[src/rtl/qcps_fifo.sv]
`timescale 1ns / 1ps
`default_nettype none
// ----------------------------------------------------------------------------
// qcps_fifo
// small register queue, depth a power of two
// ----------------------------------------------------------------------------
module qcps_fifo #(
    parameter int WIDTH = 8,
    parameter int DEPTH = 4
) (
    input  wire logic             clk,
    input  wire logic             rst_n,
    input  wire logic             push,
    input  wire logic [WIDTH-1:0] din,
    output logic                  full,
    input  wire logic             pop,
    output logic      [WIDTH-1:0] dout,
    output logic                  empty
);
    localparam int AW = (DEPTH > 1) ? $clog2(DEPTH) : 1;
    localparam int CW = $clog2(DEPTH + 1);

    logic [WIDTH-1:0] store [DEPTH];
    logic [AW-1:0]    wr_reg, wr_next, rd_reg, rd_next;
    logic [CW-1:0]    cnt_reg, cnt_next;
    logic             do_push, do_pop;

    assign full    = (cnt_reg == CW'(DEPTH));
    assign empty   = (cnt_reg == '0);
    assign do_push = push && !full;
    assign do_pop  = pop && !empty;
    assign dout    = store[rd_reg];

    always_comb
    begin
        wr_next  = do_push ? wr_reg + 1'b1 : wr_reg;
        rd_next  = do_pop ? rd_reg + 1'b1 : rd_reg;
        cnt_next = cnt_reg;
        if (do_push && !do_pop)
        begin
            cnt_next = cnt_reg + 1'b1;
        end
        else if (do_pop && !do_push)
        begin
            cnt_next = cnt_reg - 1'b1;
        end
    end

    always_ff @(posedge clk or negedge rst_n)
    begin
        if (!rst_n)
        begin
            wr_reg  <= '0;
            rd_reg  <= '0;
            cnt_reg <= '0;
        end
        else
        begin
            wr_reg  <= wr_next;
            rd_reg  <= rd_next;
            cnt_reg <= cnt_next;
        end
    end

    always_ff @(posedge clk)
    begin
        if (do_push)
        begin
            store[wr_reg] <= din;
        end
    end
endmodule
`default_nettype wire

[config.mk]
export PLATFORM = sky130hd
export DESIGN_NAME = qcps_fifo
export DESIGN_NICKNAME = d
export VERILOG_FILES = /design/src/rtl/qcps_fifo.sv
export SDC_FILE = /design/constraint.sdc
export NUM_CORES = 1
export LEC_CHECK = 0
export BUFFER_PORTS_ARGS = -buffer_cell sky130_fd_sc_hd__buf_2
export CAP_MARGIN = 20
export CORE_AREA = 2 2 46 70
export CTS_BUF_LIST = sky130_fd_sc_hd__clkbuf_4
export CTS_CLUSTER_DIAMETER = 40
export DETAILED_ROUTE_END_ITERATION = 8
export DIE_AREA = 0 0 48 72
export GPL_TIMING_DRIVEN = 0
export PLACE_DENSITY = 0.78
export SYNTH_ARGS = -nofsm -noshare
export SYNTH_HDL_FRONTEND = slang
export SYNTH_SLANG_ARGS = --single-unit
[constraint.sdc]
create_clock -name clk -period 2 [get_ports clk]
set_input_delay 0.1 -clock clk [delete_from_list [all_inputs] [get_ports clk]]
set_output_delay 0.1 -clock clk [all_outputs]
set_load 0.005 [all_outputs]
======== After elaboration in Yosys (flattened, before gate mapping) ========
Memory sizes are Yosys's and may differ from the RTL's.
Index checks and enable logic that the tools add are counted.
word-level totals
  flip-flop bits (word level) ............. 7
  memory bits (writable) .................. 32
  logic and storage cells ................. 23
  memories kept ........................... 1
memories
  memory  words  bits a word  read ports  clocked after memory_dff  wr ports  line  RTL
  store   4      8            1           0                         1         23    logic [WIDTH-1:0] store [DEPTH];
cells by class
  reductions and logical operators ........ 10
  eq/ne operators ......................... 1
  add/sub/neg operators ................... 4
  multiplexer cells ....................... 4
operators with widths
  operator             count
  $mux 3               2
  $add 2x1->2 const B  2
  $logic_and 1x1->1    4
  $logic_not 1->1      4
  $add 3x1->3 const B  1
  $eq 3x3->1 const B   1
  $logic_not 3->1      1
  $sub 3x1->3 const B  1
  $mux 1               2
  $reduce_bool 2->1    1

======== Logic depth before layout (Yosys ltp) ========
  word-level depth ........................ 7
  gate-level depth with buffers ........... 9
  gate-level depth less buffers ........... 8

======== Worst setup path after synthesis ========
Ideal clock, no wire load.
  kind .................................... flip-flop to flip-flop
  start ................................... register cnt_reg[0]
  end ..................................... register cnt_reg[2]
  period minus slack after synthesis ...... 1.963 ns
  data required time ...................... 1.921 ns
  cell stages (with the launch flop) ...... 9
  setup slack ............................. 0.037 ns
  buffers on the path ..................... 0
  arrival ................................. 1.884 ns
  setup time .............................. 0.079 ns
  cells stage by stage .................... dfrtp_1 nor3_1 nand2b_1 ha_1 inv_1 fa_1 xor2_1 nor2_1 xor2_1
on the way
  longest elaborated chain between the ends .. 6
ends and longest elaborated chain
  item                                                line  RTL
  start, declared                                     25    logic [CW-1:0] cnt_reg, cnt_next;
  start signal, assigned                              61    cnt_reg <= cnt_next;
  $logic_not 3->1 (*)                                 29    assign empty = (cnt_reg == '0);
  named net empty                                     18    output logic empty
  $logic_not 1->1 (*)                                 31    assign do_pop = pop && !empty;
  $logic_and 1x1->1 (*)                               31
  $logic_not 1->1                                     39    if (do_push && !do_pop)
  $logic_and 1x1->1                                   39
  $mux 3 / $reduce_bool 2->1 (equally long branches)  --
Mark *: on every way through the listed nets, which the timed path passes. The rest lies on a longest branch. The select of a mux whose other input is x is not followed.
A chain may end at the register's enable or synchronous reset.

======== Worst setup path in the final report ========
  start ................................... register cnt_reg[0]
  end ..................................... register cnt_reg[1]
RTL lines
  item                   line  RTL
  $eq 3x3->1             28    assign full = (cnt_reg == CW'(DEPTH));
  $logic_not 1->1        30    assign do_push = push && !full;
  $logic_and 1x1->1      30
  named net do_push      26    logic do_push, do_pop;
  $logic_and 1x1->1      39
  $mux 3                 39
  named net cnt_next[1]  25
The timed path passes the listed nets, and every way through them passes these cells. The select of a mux whose other input is x is not followed.

==> flow_summary.toml <==
[yosys]
syn_nets = 95
ys_warn_count = 0
ys_ff_latch = 39
seq_area_frac_synth_pct = 71.5
synth_area_um2 = 1590
ys_types = 20
syn_area_per_cell_um2 = 20.6
synth_top_area_share_pct = 60.5
synthTopCellsByArea = "edfxtp_1 (60%), mux4_2 (11%), dfrtp_1 (11%), ha_1 (3.9%), xnor2_1 (2.2%)"
synth_top_area_cell = "edfxtp_1"
postSynthCellCount = 77

[floorplanning]
rows = 24
core-area_um2 = 2850
dieWidth_um = 48
start_util_pct = 55.7
num_io_pins = 22
dieArea_um2 = 3460
die_y_um = 72

[route]
ant_nets = 0
vias_per_cell = 5.09
num_vias = 814
route.met2.wl_um = 1360
drc_errors = 0
first_pass_iters = 4
top_layer = "met4"
met3RoutedLength_um = 84
wl_um = 2370
drtIter0Drc = 24
wl_per_cell_um = 14.8
met1_length_um = 877

[sta]
fin_worst_skew_ns = 0.00689
tightestPinTransition_ns = 0.560
clock.fmax_ghz = 0.524
hold-worst-slack_ns = 0.0778
maxSlewViolCount = 0
fin_tns_setup_ns = 0
worst_slack_ns = 0.0931
finalHoldViolations = 0
finalCritPeriodShare_pct = 95.3
final-setup-viol-count = 0
maxSlewHeadroom_pct = 62.6
min_period_ns = 1.91

[critical_path]
path_max_fanout = 5
path_cells = "nor3b_4 > nor2b_2 > buf_6 > ha_4 > inv_1 > fa_2 > mux2_2"
arrival_ns = 2.14
start_kind = "flop"
critPathCaptureType = "flop"
required_ns = 2.23
reg2reg_from = "cnt_reg[0]$_DFFE_PN0P_"
max_stage_delay_ns = 0.46
critPathSlowestCell = "dfrtp_2"
crit_start = "cnt_reg[0]$_DFFE_PN0P_"
crit_type = "reg -> reg"

[global_routing]
grt_pass1_wl_um = 3730
antenna_found_initial = 0
globalRoute.totalOverflow = 0
grt_max_degree = 12
grt_util_all_layers_pct = 16.4
grt_pass1_vias = 839

[place]
port_buffers = 21
dp_hpwl_um = 1630
dp.cells = 137
pre_cts_ws_ns = -0.0279
placed_cell_area_um2 = 1740
gp_congestion = 0.681

[power_and_ir_drop]
p_sw_mw = 0.759
swShare_pct = 29.3
clockPowerShare_pct = 15.0
power_mw = 2.59
p_comb_share_pct = 38.2
sequentialPowerShare_pct = 46.8
internal_power_mw = 1.83
leakagePower_nw = 0.749
p_per_area_nw_per_um2 = 1310
peakVddDrop_mv = 0.821

[clock_tree]
clock_latency_ns = 0.33
clock_tree.buffer_depth = 2
h-tree-depth = 2
root_buffer = "clkbuf_4"
cts_buffers = 5
cts_tree = "yes"
cts.sinks = 39
path_clk_slew_ns = 0.10

[worst_hold_path]
min_path_type = "in -> reg"
min_from = "pop"

[layout]
final_cells = 160
post-route-util_pct = 69.2
syn_to_final_growth_pct = 24.2
diodes = 0
fin_nets = 138
stdcell_area_um2 = 1970
nFillCells = 215
drive_gt1_share_pct = 49.6
largest_reg_flops = 32

[job]
maxCapViolations = 0

[status]
status = "finished, final reports clean"
## critical path, delay by kind of cell, from the launching register on
kind,cells,cell delay (ns)
buffers and inverters,2,0.21
adders and majority gates,2,0.58
and+or+nand+nor,2,0.29
muxes,1,0.26
DFF,1,0.46
## routing by layer
metal / global-route usage (%) / vias to the layer above
met2: 27.4 / 20
met4: 8.11 / 0
met5: 0 / -
met3: 5.22 / 5
met1: 17.6 / 409
li1: - / 380
## area by class of cell
type | count | area (um^2) | share of cell area (%)
buffer | 3 | 20.0 | 1.01
inverter | 3 | 11.3 | 0.571
sequential | 39 | 1140 | 57.8
clock buffer | 7 | 52.6 | 2.66
timing repair buffer | 36 | 240 | 12.2
tap | 39 | 48.8 | 2.47
multi-input combinational | 32 | 455 | 23.1
clock inverter | 1 | 5.00 | 0.254
## power groups by stage
stage	sequential (mW)	combinational [mW]	clock, mW
after floorplan	1.19	0.622	0
after CTS	1.21	0.892	0.404
after detailed placement	1.22	0.873	0
after global placement	1.20	0.844	0
final	1.21	0.989	0.389
after global routing	1.23	1.11	0.428
## cell usage after synthesis
| library cell | instances |
|---|---|
| xor2_1 | 2 |
| nor3_1 | 1 |
| nor2b_2 | 1 |
| dfrtp_1 | 7 |
| buf_6 | 1 |
| mux2_4 | 1 |
| nand2b_1 | 1 |
| xnor2_1 | 4 |
| clkbuf_1 | 1 |
| nor2_1 | 1 |
| inv_1 | 3 |
| fa_1 | 1 |
| nand3b_1 | 1 |
| nor3b_4 | 1 |
| mux4_2 | 8 |
| and2_2 | 4 |
| mux2_2 | 1 |
| buf_2 | 1 |
| edfxtp_1 | 32 |
| ha_1 | 5 |
## cell families after synthesis
| group | after synthesis | synth area share [%] |
|---|---|---|
| simple gates | 10 | 5.04 |
| buf+inv | 6 | 1.97 |
| fa+ha+maj | 6 | 5.20 |
| xor+xnor | 6 | 3.31 |
| flops | 39 | 71.5 |
| mux | 10 | 13.0 |
## placed cells by master (no fill, tap or decap), drive strengths merged
| cell | netlist | final |
|---|---|---|
| edfxtp | 32 | 32 |
| buf | 2 | 29 |
| dlygate4sd3 | 0 | 9 |
| mux4 | 8 | 8 |
| clkbuf | 1 | 8 |
| dfrtp | 7 | 7 |
| ha | 5 | 5 |
| and2 | 4 | 4 |
| xnor2 | 4 | 4 |
| inv | 3 | 3 |
| xor2 | 2 | 2 |
| mux2 | 2 | 2 |
| nor3b | 1 | 1 |
| nor2b | 1 | 1 |
| nor3 | 1 | 1 |
| nand2b | 1 | 1 |
| nand3b | 1 | 1 |
| nor2 | 1 | 1 |
| fa | 1 | 1 |
| clkinv | 0 | 1 |
## worst paths after layout
kind | slack, ns | cells after the start | to
max | 0.09 | 7 | cnt_reg[1]$_DFFE_PN0P_
min | 0.08 | 3 | rd_reg[1]$_DFFE_PN0P_
max reg2reg | 0.09 | 7 | cnt_reg[1]$_DFFE_PN0P_
min reg2reg | 0.59 | 1 | wr_reg[1]$_DFFE_PN0P_
max in group asynchronous | 1.72 | 2 | cnt_reg[2]$_DFFE_PN0P_
min in group asynchronous | 0.11 | 2 | rd_reg[0]$_DFFE_PN0P_
## what timing repair did
item	in CTS	in global routing
resized for setup	2	7
hold buffers	9	0
endpoints found under the hold margin	39	0
buffers inserted	0	6
setup endpoints to repair	2	2
pin swaps	0	3
Power figures use the tool's default switching activity.
