`config.mk`:
```
export PLATFORM = sky130hd
export DESIGN_NAME = qcps_front
export DESIGN_NICKNAME = d
export VERILOG_FILES = /design/src/rtl/qcps_pkg.sv /design/src/rtl/qcps_front.sv
export SDC_FILE = /design/constraint.sdc
export NUM_CORES = 1
export LEC_CHECK = 0
export BUFFER_PORTS_ARGS = -buffer_cell sky130_fd_sc_hd__buf_2
export CORE_AREA = 2 2 324 326
export DETAILED_ROUTE_END_ITERATION = 7
export DIE_AREA = 0 0 326 328
export GPL_TIMING_DRIVEN = 1
export REMOVE_ABC_BUFFERS = 1
export SLEW_MARGIN = 0
export SYNTH_ARGS = -nofsm -noshare
export SYNTH_HDL_FRONTEND = slang
export SYNTH_SLANG_ARGS = --single-unit
export TNS_END_PERCENT = 30
```
`constraint.sdc`:
```
create_clock -name clk -period 5.5 [get_ports clk]
set_input_delay 0.275 -clock clk [delete_from_list [all_inputs] [get_ports clk]]
set_output_delay 0.275 -clock clk [all_outputs]
set_load 0.01 [all_outputs]
```
`src/rtl/qcps_pkg.sv`:
```
`timescale 1ns / 1ps
`default_nettype none
// ----------------------------------------------------------------------------
// qcps_pkg
// shared types and constants for the connection-id steering core
// ----------------------------------------------------------------------------
package qcps_pkg;

    localparam logic [1:0] CMD_BYTE = 2'd0;
    localparam logic [1:0] CMD_PORT = 2'd1;
    localparam logic [1:0] CMD_CONN = 2'd2;

    localparam logic [15:0] ETYPE_V4  = 16'h0800;
    localparam logic [15:0] ETYPE_V6  = 16'h86DD;
    localparam logic [7:0]  PROTO_UDP = 8'd17;

    localparam logic [1:0] VERDICT_NONE     = 2'd0;
    localparam logic [1:0] VERDICT_CONN     = 2'd1;
    localparam logic [1:0] VERDICT_FALLBACK = 2'd2;

    localparam logic [2:0] RSN_OK       = 3'd0;
    localparam logic [2:0] RSN_NOT_IP   = 3'd1;
    localparam logic [2:0] RSN_NOT_UDP  = 3'd2;
    localparam logic [2:0] RSN_UNLISTED = 3'd3;
    localparam logic [2:0] RSN_SHORT    = 3'd4;
    localparam logic [2:0] RSN_ID_SHORT = 3'd5;
    localparam logic [2:0] RSN_NO_ENTRY = 3'd6;

    localparam int JOB_DEPTH = 4;
    localparam int RES_DEPTH = 2;

    typedef enum logic [1:0] {
        JOB_WRITE,
        JOB_DONE,
        JOB_LOOKUP
    } job_kind_t;

    typedef struct packed {
        job_kind_t   kind;
        logic [5:0]  slot;
        logic        valid;
        logic [63:0] key;
        logic [31:0] socket;
        logic [15:0] port;
        logic        family;
        logic [2:0]  reason;
    } job_t;

    typedef struct packed {
        logic [1:0]  verdict;
        logic [31:0] socket;
        logic [2:0]  reason;
        logic [15:0] port;
        logic [63:0] key;
    } result_t;

    typedef enum logic [1:0] {
        BK_IDLE,
        BK_SCAN,
        BK_EMIT
    } back_state_t;

endpackage
`default_nettype wire

```
`src/rtl/qcps_front.sv`:
```
`timescale 1ns / 1ps
`default_nettype none
// ----------------------------------------------------------------------------
// qcps_front
// byte parser, listed-port table and job issue at frame end and on connection writes
// ----------------------------------------------------------------------------
module qcps_front #(
    parameter int CID_BYTES  = 8,
    parameter int PORT_SLOTS = 16
) (
    input  wire logic          clk,
    input  wire logic          rst_n,
    input  wire logic          accept,
    input  wire logic [1:0]    command,
    input  wire logic [7:0]    data_byte,
    input  wire logic          frame_end,
    input  wire logic [5:0]    slot_index,
    input  wire logic          entry_valid,
    input  wire logic [15:0]   entry_port,
    input  wire logic [63:0]   entry_key,
    input  wire logic [31:0]   entry_socket,
    output logic               job_push,
    output qcps_pkg::job_t     job
);
    import qcps_pkg::*;

    localparam int PA = (PORT_SLOTS > 1) ? $clog2(PORT_SLOTS) : 1;

    logic [7:0]  pos_reg, pos_next;
    logic [15:0] ft_reg, ft_next;
    logic [6:0]  l4_reg, l4_next;
    logic        fam_reg, fam_next;
    logic [15:0] port_reg, port_next;
    logic [7:0]  hf_reg, hf_next;
    logic [7:0]  idl_reg, idl_next;
    logic [63:0] acc_reg, acc_next;
    logic        udp_reg, udp_next;

    logic             pv_reg [PORT_SLOTS];
    logic [15:0]      pnum_reg [PORT_SLOTS];
    logic             pwe;
    logic [PA-1:0]    pidx;

    logic [7:0]  l4b, ids, d, len, minlen;
    logic        ipf, listed;

    assign pidx = PA'(slot_index);

    always_comb
    begin
        pos_next  = pos_reg;
        ft_next   = ft_reg;
        l4_next   = l4_reg;
        fam_next  = fam_reg;
        port_next = port_reg;
        hf_next   = hf_reg;
        idl_next  = idl_reg;
        acc_next  = acc_reg;
        udp_next  = udp_reg;
        pwe       = 1'b0;
        job_push  = 1'b0;
        job       = '0;
        listed    = 1'b0;
        ipf       = (ft_reg == ETYPE_V4) || (ft_reg == ETYPE_V6);
        l4b       = {1'b0, l4_reg};
        ids       = l4b + (hf_reg[7] ? 8'd14 : 8'd9);
        d         = pos_reg - ids;
        len       = 8'd0;
        minlen    = 8'd0;

        if (accept)
        begin
            case (command)
                CMD_BYTE:
                begin
                    if (pos_reg == 8'd12)
                    begin
                        ft_next = {data_byte, 8'h00};
                    end
                    if (pos_reg == 8'd13)
                    begin
                        ft_next = {ft_reg[15:8], data_byte};
                    end
                    if (pos_reg == 8'd14)
                    begin
                        if (ft_reg == ETYPE_V4)
                        begin
                            l4_next  = 7'd14 + {1'b0, data_byte[3:0], 2'b00};
                            fam_next = 1'b0;
                        end
                        else
                        begin
                            l4_next  = 7'd54;
                            fam_next = 1'b1;
                        end
                    end
                    if (pos_reg >= 8'd14 && ipf && data_byte == PROTO_UDP &&
                        pos_reg == ((ft_reg == ETYPE_V4) ? 8'd23 : 8'd20))
                    begin
                        udp_next = 1'b1;
                    end
                    if (pos_reg > 8'd14 && ipf)
                    begin
                        if (pos_reg == l4b + 8'd2)
                        begin
                            port_next = {data_byte, 8'h00};
                        end
                        if (pos_reg == l4b + 8'd3)
                        begin
                            port_next = {port_reg[15:8], data_byte};
                        end
                        if (pos_reg == l4b + 8'd8)
                        begin
                            hf_next = data_byte;
                        end
                        if (pos_reg == l4b + 8'd13)
                        begin
                            idl_next = data_byte;
                        end
                        if (pos_reg >= l4b + 8'd9 && pos_reg >= ids)
                        begin
                            for (int k = 0; k < CID_BYTES; k++)
                            begin
                                if (d == 8'(k))
                                begin
                                    acc_next[8*k +: 8] = acc_reg[8*k +: 8] | data_byte;
                                end
                            end
                        end
                    end
                    if (pos_reg != 8'd255)
                    begin
                        pos_next = pos_reg + 8'd1;
                    end

                    if (frame_end)
                    begin
                        // verdict checks on the post-byte state
                        len      = pos_next;
                        l4b      = {1'b0, l4_next};
                        ids      = l4b + (hf_next[7] ? 8'd14 : 8'd9);
                        minlen   = (ft_next == ETYPE_V4) ? 8'd24 : 8'd21;
                        job_push = 1'b1;
                        job.kind = JOB_DONE;
                        job.family = fam_next;
                        if (len < 8'd14)
                        begin
                            job.reason = RSN_SHORT;
                        end
                        else if (!(ft_next == ETYPE_V4 || ft_next == ETYPE_V6))
                        begin
                            job.reason = RSN_NOT_IP;
                        end
                        else if (len < minlen)
                        begin
                            job.reason = RSN_SHORT;
                        end
                        else if (!udp_next)
                        begin
                            job.reason = RSN_NOT_UDP;
                        end
                        else if (len < l4b + 8'd4)
                        begin
                            job.reason = RSN_SHORT;
                        end
                        else
                        begin
                            job.port = port_next;
                            // lowest listed slot is enough, any hit lists the port
                            for (int i = 0; i < PORT_SLOTS; i++)
                            begin
                                if (pv_reg[i] && pnum_reg[i] == port_next)
                                begin
                                    listed = 1'b1;
                                end
                            end
                            if (!listed)
                            begin
                                job.reason = RSN_UNLISTED;
                            end
                            else if (len < l4b + 8'd9)
                            begin
                                job.reason = RSN_SHORT;
                            end
                            else if (hf_next[7] && len < l4b + 8'd14)
                            begin
                                job.reason = RSN_SHORT;
                            end
                            else if (hf_next[7] && idl_next < 8'(CID_BYTES))
                            begin
                                job.reason = RSN_ID_SHORT;
                            end
                            else if (len < ids + 8'(CID_BYTES))
                            begin
                                job.reason = RSN_SHORT;
                            end
                            else
                            begin
                                job.kind = JOB_LOOKUP;
                                job.key  = acc_next;
                            end
                        end
                        pos_next  = '0;
                        ft_next   = '0;
                        l4_next   = '0;
                        fam_next  = 1'b0;
                        port_next = '0;
                        hf_next   = '0;
                        idl_next  = '0;
                        acc_next  = '0;
                        udp_next  = 1'b0;
                    end
                end
                CMD_PORT:
                begin
                    pwe = (32'(slot_index) < PORT_SLOTS);
                end
                CMD_CONN:
                begin
                    job_push   = 1'b1;
                    job.kind   = JOB_WRITE;
                    job.slot   = slot_index;
                    job.valid  = entry_valid;
                    job.key    = entry_key;
                    job.socket = entry_socket;
                end
                default:
                begin
                end
            endcase
        end
    end

    always_ff @(posedge clk or negedge rst_n)
    begin
        if (!rst_n)
        begin
            pos_reg  <= '0;
            ft_reg   <= '0;
            l4_reg   <= '0;
            fam_reg  <= 1'b0;
            port_reg <= '0;
            hf_reg   <= '0;
            idl_reg  <= '0;
            acc_reg  <= '0;
            udp_reg  <= 1'b0;
            for (int i = 0; i < PORT_SLOTS; i++)
            begin
                pv_reg[i] <= 1'b0;
            end
        end
        else
        begin
            pos_reg  <= pos_next;
            ft_reg   <= ft_next;
            l4_reg   <= l4_next;
            fam_reg  <= fam_next;
            port_reg <= port_next;
            hf_reg   <= hf_next;
            idl_reg  <= idl_next;
            acc_reg  <= acc_next;
            udp_reg  <= udp_next;
            if (pwe)
            begin
                pv_reg[pidx] <= entry_valid;
            end
        end
    end

    always_ff @(posedge clk)
    begin
        if (pwe)
        begin
            pnum_reg[pidx] <= entry_port;
        end
    end
endmodule
`default_nettype wire

```
### Yosys cells after proc, flatten, opt, wreduce, memory -nomap -nowiden

Memory sizes are Yosys's and may differ from the RTL's.
Cells that the tools add are included.

| cells by class | value |
|---|---|
| $add $sub $neg | 14 |
| order comparisons | 14 |
| eq/ne operators | 39 |
| multiplexer cells | 130 |
| bitwise operators | 9 |
| reduce and logical (&&, ||, !) cells | 29 |

Operator list:

| kind | count |
|---|---|
| $mux 64 | 14 |
| $eq 16x16->1 | 16 |
| $mux 16 | 16 |
| $mux 8 | 22 |
| $pmux 64 s2 | 1 |
| $mux 125 | 1 |
| $or 8x8->8 | 8 |
| $mux 7 | 6 |
| $add 7x4->8 const B | 5 |
| $mux 20 | 2 |
| $mux 1 | 38 |
| $mux 3 | 12 |
| $eq 16x12->1 const B | 2 |
| $eq 16x16->1 const B | 2 |
| $eq 8x3->1 const B | 4 |
| $eq 8x8->1 | 4 |
| $lt 8x8->1 | 4 |
| $mux 32 | 1 |
| $mux 2 | 13 |
| $eq 8x4->1 const B | 3 |
| $logic_and 1x1->1 | 24 |
| $add 7x2->8 const B | 2 |
| $add 7x4->8 | 2 |
| $bwmux 16 | 1 |
| other kinds (28) | 32 |

| word-level totals | value |
|---|---|
| register bits | 138 |
| memory bits (writable) | 256 |
| input port bits | 133 |
| output and inout bits | 126 |
| logic and storage cells | 261 |
| memories | 1 |

Memories:

| name | depth | width | rd ports | clocked after Yosys merged registers in | wr ports | RTL line | text |
|---|---|---|---|---|---|---|---|
| pnum_reg | 16 | 16 | 16 | 0 | 1 | qcps_front.sv:40 | `logic [15:0] pnum_reg [PORT_SLOTS];` |

### Depth between registers and ports, before layout

Gate-level depths: netlist (run 1).

| depth | value |
|---|---|
| depth in word-level cells | 42 |
| gate-level depth with buffers | 24 |
| gate-level depth less buffers | 21 |

### Least setup slack after synthesis (run 1)

Ideal clock, no wire load.

| path | value |
|---|---|
| kind | reg-to-output |
| start | reg ft_reg[14] |
| end | out job[100] in the netlist's numbering |
| arrival time | 5.071 ns |
| required time | 5.225 ns |
| setup slack | 0.154 ns |
| stages on the path, launching flop included | 23 |
| path buffers | 3 |
| cell sequence | dfrtp_1 or4_1 or3_1 buf_2 nor3_1 nand4_1 mux2i_1 inv_1 ha_1 a21o_1 a21oi_1 o21ai_0 xnor2_1 ha_1 o21ai_0 a21oi_1 o211ai_1 nand2_1 o311ai_0 o21bai_2 buf_6 buf_6 o31ai_1 |

RTL lines:

| element | RTL line | text |
|---|---|---|
| start, declared | qcps_front.sv:30 | `logic [15:0] ft_reg, ft_next;` |
| start signal, assigned | qcps_front.sv:255 | `ft_reg <= ft_next;` |
| end, declared | qcps_front.sv:23 | `output qcps_pkg::job_t job` |

==> flow_metrics.tcl, run 1 <==
set metrics [dict create \
    synth_warnings 0 \
    gr-total-overflow 0 \
    numCtsBuffers 44 \
    final_cell_mix "buf_2, edfxtp_1, buf_4" \
    vdd_ir_drop_max_mv 0.204 \
    p_per_area_nw_per_um2 245 \
    ios 259 \
    wl_per_cell_um 25.9 \
    fin_skew_ns 0.0351 \
    grt_usage_pct 20.7 \
    area_growth_pct 27.8 \
    synth.ff_latch_count 391 \
    core_area_um2 103000 \
    portBuffers 258 \
    fmax_mhz 171 \
    rows 118 \
    clock-sinks 391 \
    place_hpwl_um 81500 \
    ant_nets 0 \
    crit_slowest_cell "or4_4" \
    hp-class "in -> reg" \
    fp.dieW_um 326 \
    fin_ws_ns -0.334 \
    ys_types 91 \
    critPathMaxFanout 17 \
    seq_area_frac_synth_pct 43.0 \
    synth_area_per_cell_um2 9.39 \
    p_leak_nw 12.7 \
    via_per_inst 5.60 \
    finalCriticalPeriod_ns 5.83 \
    detail_route.drc_violations 0 \
    wirelength_um 118000 \
    dieHeight_um 328 \
    synth-main-ff-cell "edfxtp_1" \
    final_common_cell "buf_2" \
    cp.required_ns 5.22 \
    clk_path_buf_depth 3 \
    nets 3342 \
    setup_viol 68 \
    gp_congestion 1.04 \
    worst_pin_slew_ns 1.02 \
    netlist_area_um2 25700 \
    power_w 0.00806 \
    cp_common_cell "buf_12" \
    finalMaxSlewViolations 0 \
    rsz0062_at_grt "true" \
    utilization_pct 31.9 \
    drtIter0Drc 3628 \
    crit_path_end_kind "output pin" \
    critPathLaunchType "register" \
    drv_cap 0 \
    status "complete, but fails checks" \
    cts_root_buffer "clkbuf_16" \
    dieArea_um2 107000 \
    synth_edf_count 256 \
    yosys.area.top_type "edfxtp_1" \
    cpPeakStageDelay_ns 0.56 \
    grt_pass1_wl_um 165000 \
    grt_pass1_vias 24000 \
    finalHoldViolations 0 \
    antenna_found_initial 7 \
    largest_reg_flops 256 \
    violations "negative setup slack" \
    yosysTopAreaCellShare_pct 29.9 \
    drt_first_pass_iters 8 \
    insertion_delay_ns 0.63 \
    finalCritPeriodShare_pct 106 \
    synthTopCellsByArea "edfxtp_1, dfrtp_1, xnor2_1, a21oi_1, xor2_1" \
    cts_tree "yes" \
    critPathKind "reg -> out" \
    start_util_pct 24.9 \
    synth-async-reset-ratio_pct 34.5 \
    timing.slew.headroom_pct 31.9 \
    synthCells 2742 \
    vias 25500 \
    critPathArrivalTime_ns 5.56 \
    crit_chain "or4_4 > or3_4 > a211o_4 > or4_4 > buf_12 > mux2i_2 > buf_4 > xnor2_1 > a211oi_1 > nand4_1 > o22ai_1 > or4_4 > buf_12 > o21bai_4 > buf_12 > buf_6 > buf_12 > o31ai_1 > buf_2" \
    clk_pin_slew_worst_paths_ns 0.06 \
    htreeDepth 2 \
    fillers 10600 \
    layout-drive-gt1-share_pct 24.9 \
    grt_max_degree 104 \
]
==> final cells by class <==
type                            instances  area (µm²)  area share (%)
Antenna cell                            1        2.50         0.00761
Clock buffer                           56        1200            3.64
Clock inverter                         26         268           0.814
Inverter                               95         357            1.08
Multi-Input combinational cell       2066       14400            43.9
Sequential cell                       391       11100            33.7
Tap cell                             1380        1730            5.25
Timing Repair Buffer                  536        3830            11.6
==> per-stage QoR <==
stage | std cells | hold WS (ns) | setup TNS, ns | worst slack, ns | instance area (µm²)
after floorplan | 2552 | -0.0206 | -113.26 | -1.69 | 25000
after global placement | 4415 | 0.464 | 0 | 0.0760 | 29800
after detailed placement | 4415 | 0.465 | 0 | 0.0576 | 29800
after CTS | 4519 | 0.109 | -20.95 | -0.366 | 32100
after global routing | 4550 | 0.136 | -25.47 | -0.448 | 32900
final | 4551 | 0.132 | -18.64 | -0.334 | 32900
==> per-layer routing <==
metal	vias to the layer above	global-route usage, %	routed length, µm
met5	-	0	0
met4	0	8.45	5610
met3	390	4.39	12900
met2	1632	33.0	53000
met1	12400	27.3	46200
li1	11000	-	-
==> kinds of logic (layout without fill, tap and decap cells) <==
group / count (synthesis) / after routing / synth area share, %
muxes: 50 / 50 / 2.25
other: 0 / 1 / 0
buffers and inverters: 285 / 713 / 4.44
DFF: 391 / 391 / 43.0
and+or+nand+nor: 890 / 890 / 17.1
AOI/OAI and AO/OA: 775 / 775 / 20.0
xor gates and xnor gates: 276 / 276 / 9.39
adders and majority gates: 75 / 75 / 3.73
==> final timing paths <==
check / depth (start not counted) / slack [ns] / end / from
worst max-delay path: 19 / -0.33 / job[74] / ft_reg[14]
worst min-delay path: 1 / 0.13 / pnum_reg[14][14] / entry_port[14]
worst max register to register: 18 / 1.08 / acc_reg[45] / hf_reg[7]
worst min register to register: 2 / 0.49 / idl_reg[3] / idl_reg[3]
max in group asynchronous: 3 / 3.72 / pos_reg[5] / rst_n
min in group asynchronous: 2 / 0.38 / pos_reg[1] / rst_n
==> synth_stat cells (51+ instances only) <==
cell        n
o22ai_1    85
nand3_1    67
xor2_1    124
nand4_1    51
nor2_1    224
a21oi_1   218
inv_1      85
o21ai_0   106
xnor2_1   152
and2_1     54
o31ai_1    76
edfxtp_1  256
dfrtp_1   135
nand2_1   222
clkbuf_1  142
ha_1       72
nor3_1     72
==> worst max-delay path: cells and delay by family, from the launching register on <==
family	cells	cell delay (ns)
AND/OR/NAND/NOR	5	2.19
flip-flops	1	0.38
XOR/XNOR	1	0.18
AO/OA/AOI/OAI	5	0.75
multiplexers	1	0.24
buffers and inverters	7	1.17
==> report_power, final <==
part	total, W	internal [W]	switching, W
logic	0.00172	0.000624	0.00110
clock network	0.00308	0.00170	0.00138
registers	0.00326	0.00318	0.0000774
==> timing repair <==
| action | CTS | global route |
|---|---|---|
| hold buffers | 1 | 0 |
| setup buffers | 16 | 28 |
| pin swaps | 32 | 16 |
| gates resized for setup | 92 | 106 |
| hold endpoints to repair | 79 | 0 |
| endpoints found under the setup margin | 85 | 84 |
| cloned | 6 | 4 |
Power figures use the tool's default switching activity.
==> inputs of run 2 (changes only) <==
--- a/config.mk
+++ b/config.mk
@@ -6,9 +6,9 @@
 export NUM_CORES = 1
 export LEC_CHECK = 0
 export BUFFER_PORTS_ARGS = -buffer_cell sky130_fd_sc_hd__buf_2
-export CORE_AREA = 2 2 324 326
+export CORE_AREA = 2 2 257 259
 export DETAILED_ROUTE_END_ITERATION = 7
-export DIE_AREA = 0 0 326 328
+export DIE_AREA = 0 0 259 261
 export GPL_TIMING_DRIVEN = 1
 export REMOVE_ABC_BUFFERS = 1
 export SLEW_MARGIN = 0
==> run 2 against run 1 <==
  * The run still ends with negative setup slack left
  * Flip-flop and latch count is the same
  * Global-route usage grew 14 points
  * Count of clock-buffer cells in the layout grew 8
  * Critical path type unchanged
  * Wire length grew 3.5%
  * Cell area grew 1.4%
  * Fmax shrank 1.0%
  * Worst hold slack lost 0.0097 ns
  * Highest routed layer unchanged
  * Critical endpoint is now job[88]
  * Combinational power grew 6%
  * Critical path depth shrank 2
  * Power grew 2.9%
==> flow_metrics.tcl, run 2 (synthesized netlist as in run 1, its figures left out) <==
set metrics [dict create \
    finalMaxSlewViolations 0 \
    status "complete, but fails checks" \
    fp.dieW_um 259 \
    core_area_um2 65000 \
    crit_chain "or4_4 > or3_4 > a211o_4 > or4_4 > buf_12 > mux2i_4 > buf_12 > a2111o_1 > nor4_2 > a32oi_4 > o311a_4 > o2111ai_4 > o21bai_4 > buf_12 > buf_12 > o31ai_1 > buf_2" \
    wl_per_cell_um 30.0 \
    stdcell_count 4056 \
    cp.required_ns 5.22 \
    rsz0062_at_grt "true" \
    crit_path_end_kind "output pin" \
    clk_pin_slew_worst_paths_ns 0.06 \
    numCtsBuffers 47 \
    critPathBufInv 5 \
    setup_viol 68 \
    rows 94 \
    grt_pass1_wl_um 170000 \
    cts_root_buffer "clkbuf_16" \
    critPathLaunchType "register" \
    final_area_um2 33300 \
    finalHoldViolations 0 \
    critPathMaxFanout 8 \
    vias 25700 \
    gp_congestion 1.06 \
    hp-class "in -> reg" \
    vdd_ir_drop_max_mv 0.273 \
    portBuffers 258 \
    place_hpwl_um 85500 \
    final_common_cell "buf_2" \
    timing.slew.headroom_pct 26.4 \
    layout-drive-gt1-share_pct 27.0 \
    ios 259 \
    cp_common_cell "buf_12" \
    critPathArrivalTime_ns 5.62 \
    ant_nets 0 \
    finalSetupTns_ns -16.64 \
    p_per_area_nw_per_um2 249 \
    finalCritPeriodShare_pct 107 \
    largest_reg_flops 256 \
    final_cell_mix "buf_2, edfxtp_1, buf_4" \
    htreeDepth 2 \
    antenna_cells 0 \
    area_growth_pct 29.5 \
    detail_route.drc_violations 0 \
    path_delay_family "simple AND/OR/NAND/NOR gates" \
    dpl_cell_area_um2 29300 \
    finalCriticalPeriod_ns 5.89 \
    via_per_inst 6.34 \
    start_util_pct 39.6 \
    critPathKind "reg -> out" \
    clk_path_buf_depth 3 \
    cpPeakStageDelay_ns 0.58 \
    grt_max_degree 98 \
    fin_ws_ns -0.395 \
    gr-total-overflow 0 \
    clock-sinks 391 \
    drtIter0Drc 3176 \
    antenna_found_initial 2 \
    min_path_cells 1 \
    fmax_mhz 170 \
    grt_usage_pct 34.7 \
    cts_tree "yes" \
    wirelength_um 122000 \
    insertion_delay_ns 0.62 \
    violations "negative setup slack" \
    drv_cap 0 \
    drt_first_pass_iters 7 \
    dieHeight_um 261 \
    grt_pass1_vias 24700 \
    p_leak_nw 13.0 \
    dpl.cell_count 3912 \
    crit_slowest_cell "or4_4" \
    critical_path_depth 17 \
    fin_skew_ns 0.0406 \
    worst_pin_slew_ns 1.10 \
    dieArea_um2 67600 \
    nets 3362 \
    r2r_cells 18 \
]
run 2: cell types whose count changed in the layout (fill, tap and decap cells not counted), sizes merged:
cell	delta
buf	+20
bufbuf	-1
clkbuf	+6
clkinv	-5
diode	-1
inv	+2
run 2: final timing paths:
path | startpoint | slack (ns) | endpoint
hold reg to reg | idl_reg[7] | 0.48 | idl_reg[7]
max in group asynchronous | rst_n | 4.16 | l4_reg[5]
hold / removal | entry_port[0] | 0.12 | pnum_reg[5][0]
setup reg to reg | hf_reg[7] | 0.91 | acc_reg[12]
min in group asynchronous | rst_n | 0.16 | acc_reg[6]
setup / recovery | ft_reg[14] | -0.39 | job[88]
run 2: layer usage:
metal	vias to the layer above	part of all wire [%]	GRT usage [%]
met5	-	0	0
met4	0	6.9	21.1
met3	417	8.6	5.55
met2	1564	47	57.7
met1	12700	37	42.5
li1	11100	-	-
run 2: final cells by class:
type	instances	area (µm²)
multi-input cells	2066	15100
well taps	864	1080
flip-flops and latches	391	11100
inverters	95	359
clock buffers	64	1320
repair buffers	553	4100
fillers	5872	31700
clock inverters	23	260
run 2: where the power goes:
group          switching [W]  leakage (nW)  internal, W
Sequential         0.0000680          4.09      0.00319
Clock                0.00137         0.771      0.00185
Combinational        0.00115          8.17     0.000671
run 2: repair_timing:
item	in CTS	in global routing
cloned	7	4
endpoints found under the setup margin	85	85
pin swaps	48	77
buffers inserted	29	21
gates resized for setup	177	147
endpoints found under the hold margin	40	0
hold buffers	1	0
run 2: through the flow:
step,power (W),util [%],hold WS (ns),setup WS (ns)
2_1_floorplan,0.00411,-,-0.0206,-1.69
3_3_place_gp,0.00495,45.1,0.217,-0.324
3_5_place_dp,0.00497,45.1,0.219,-0.336
4_1_cts,0.00822,49.6,0.101,-0.291
5_1_grt,0.00856,51.3,0.119,-0.492
6_report,0.00829,51.3,0.122,-0.395
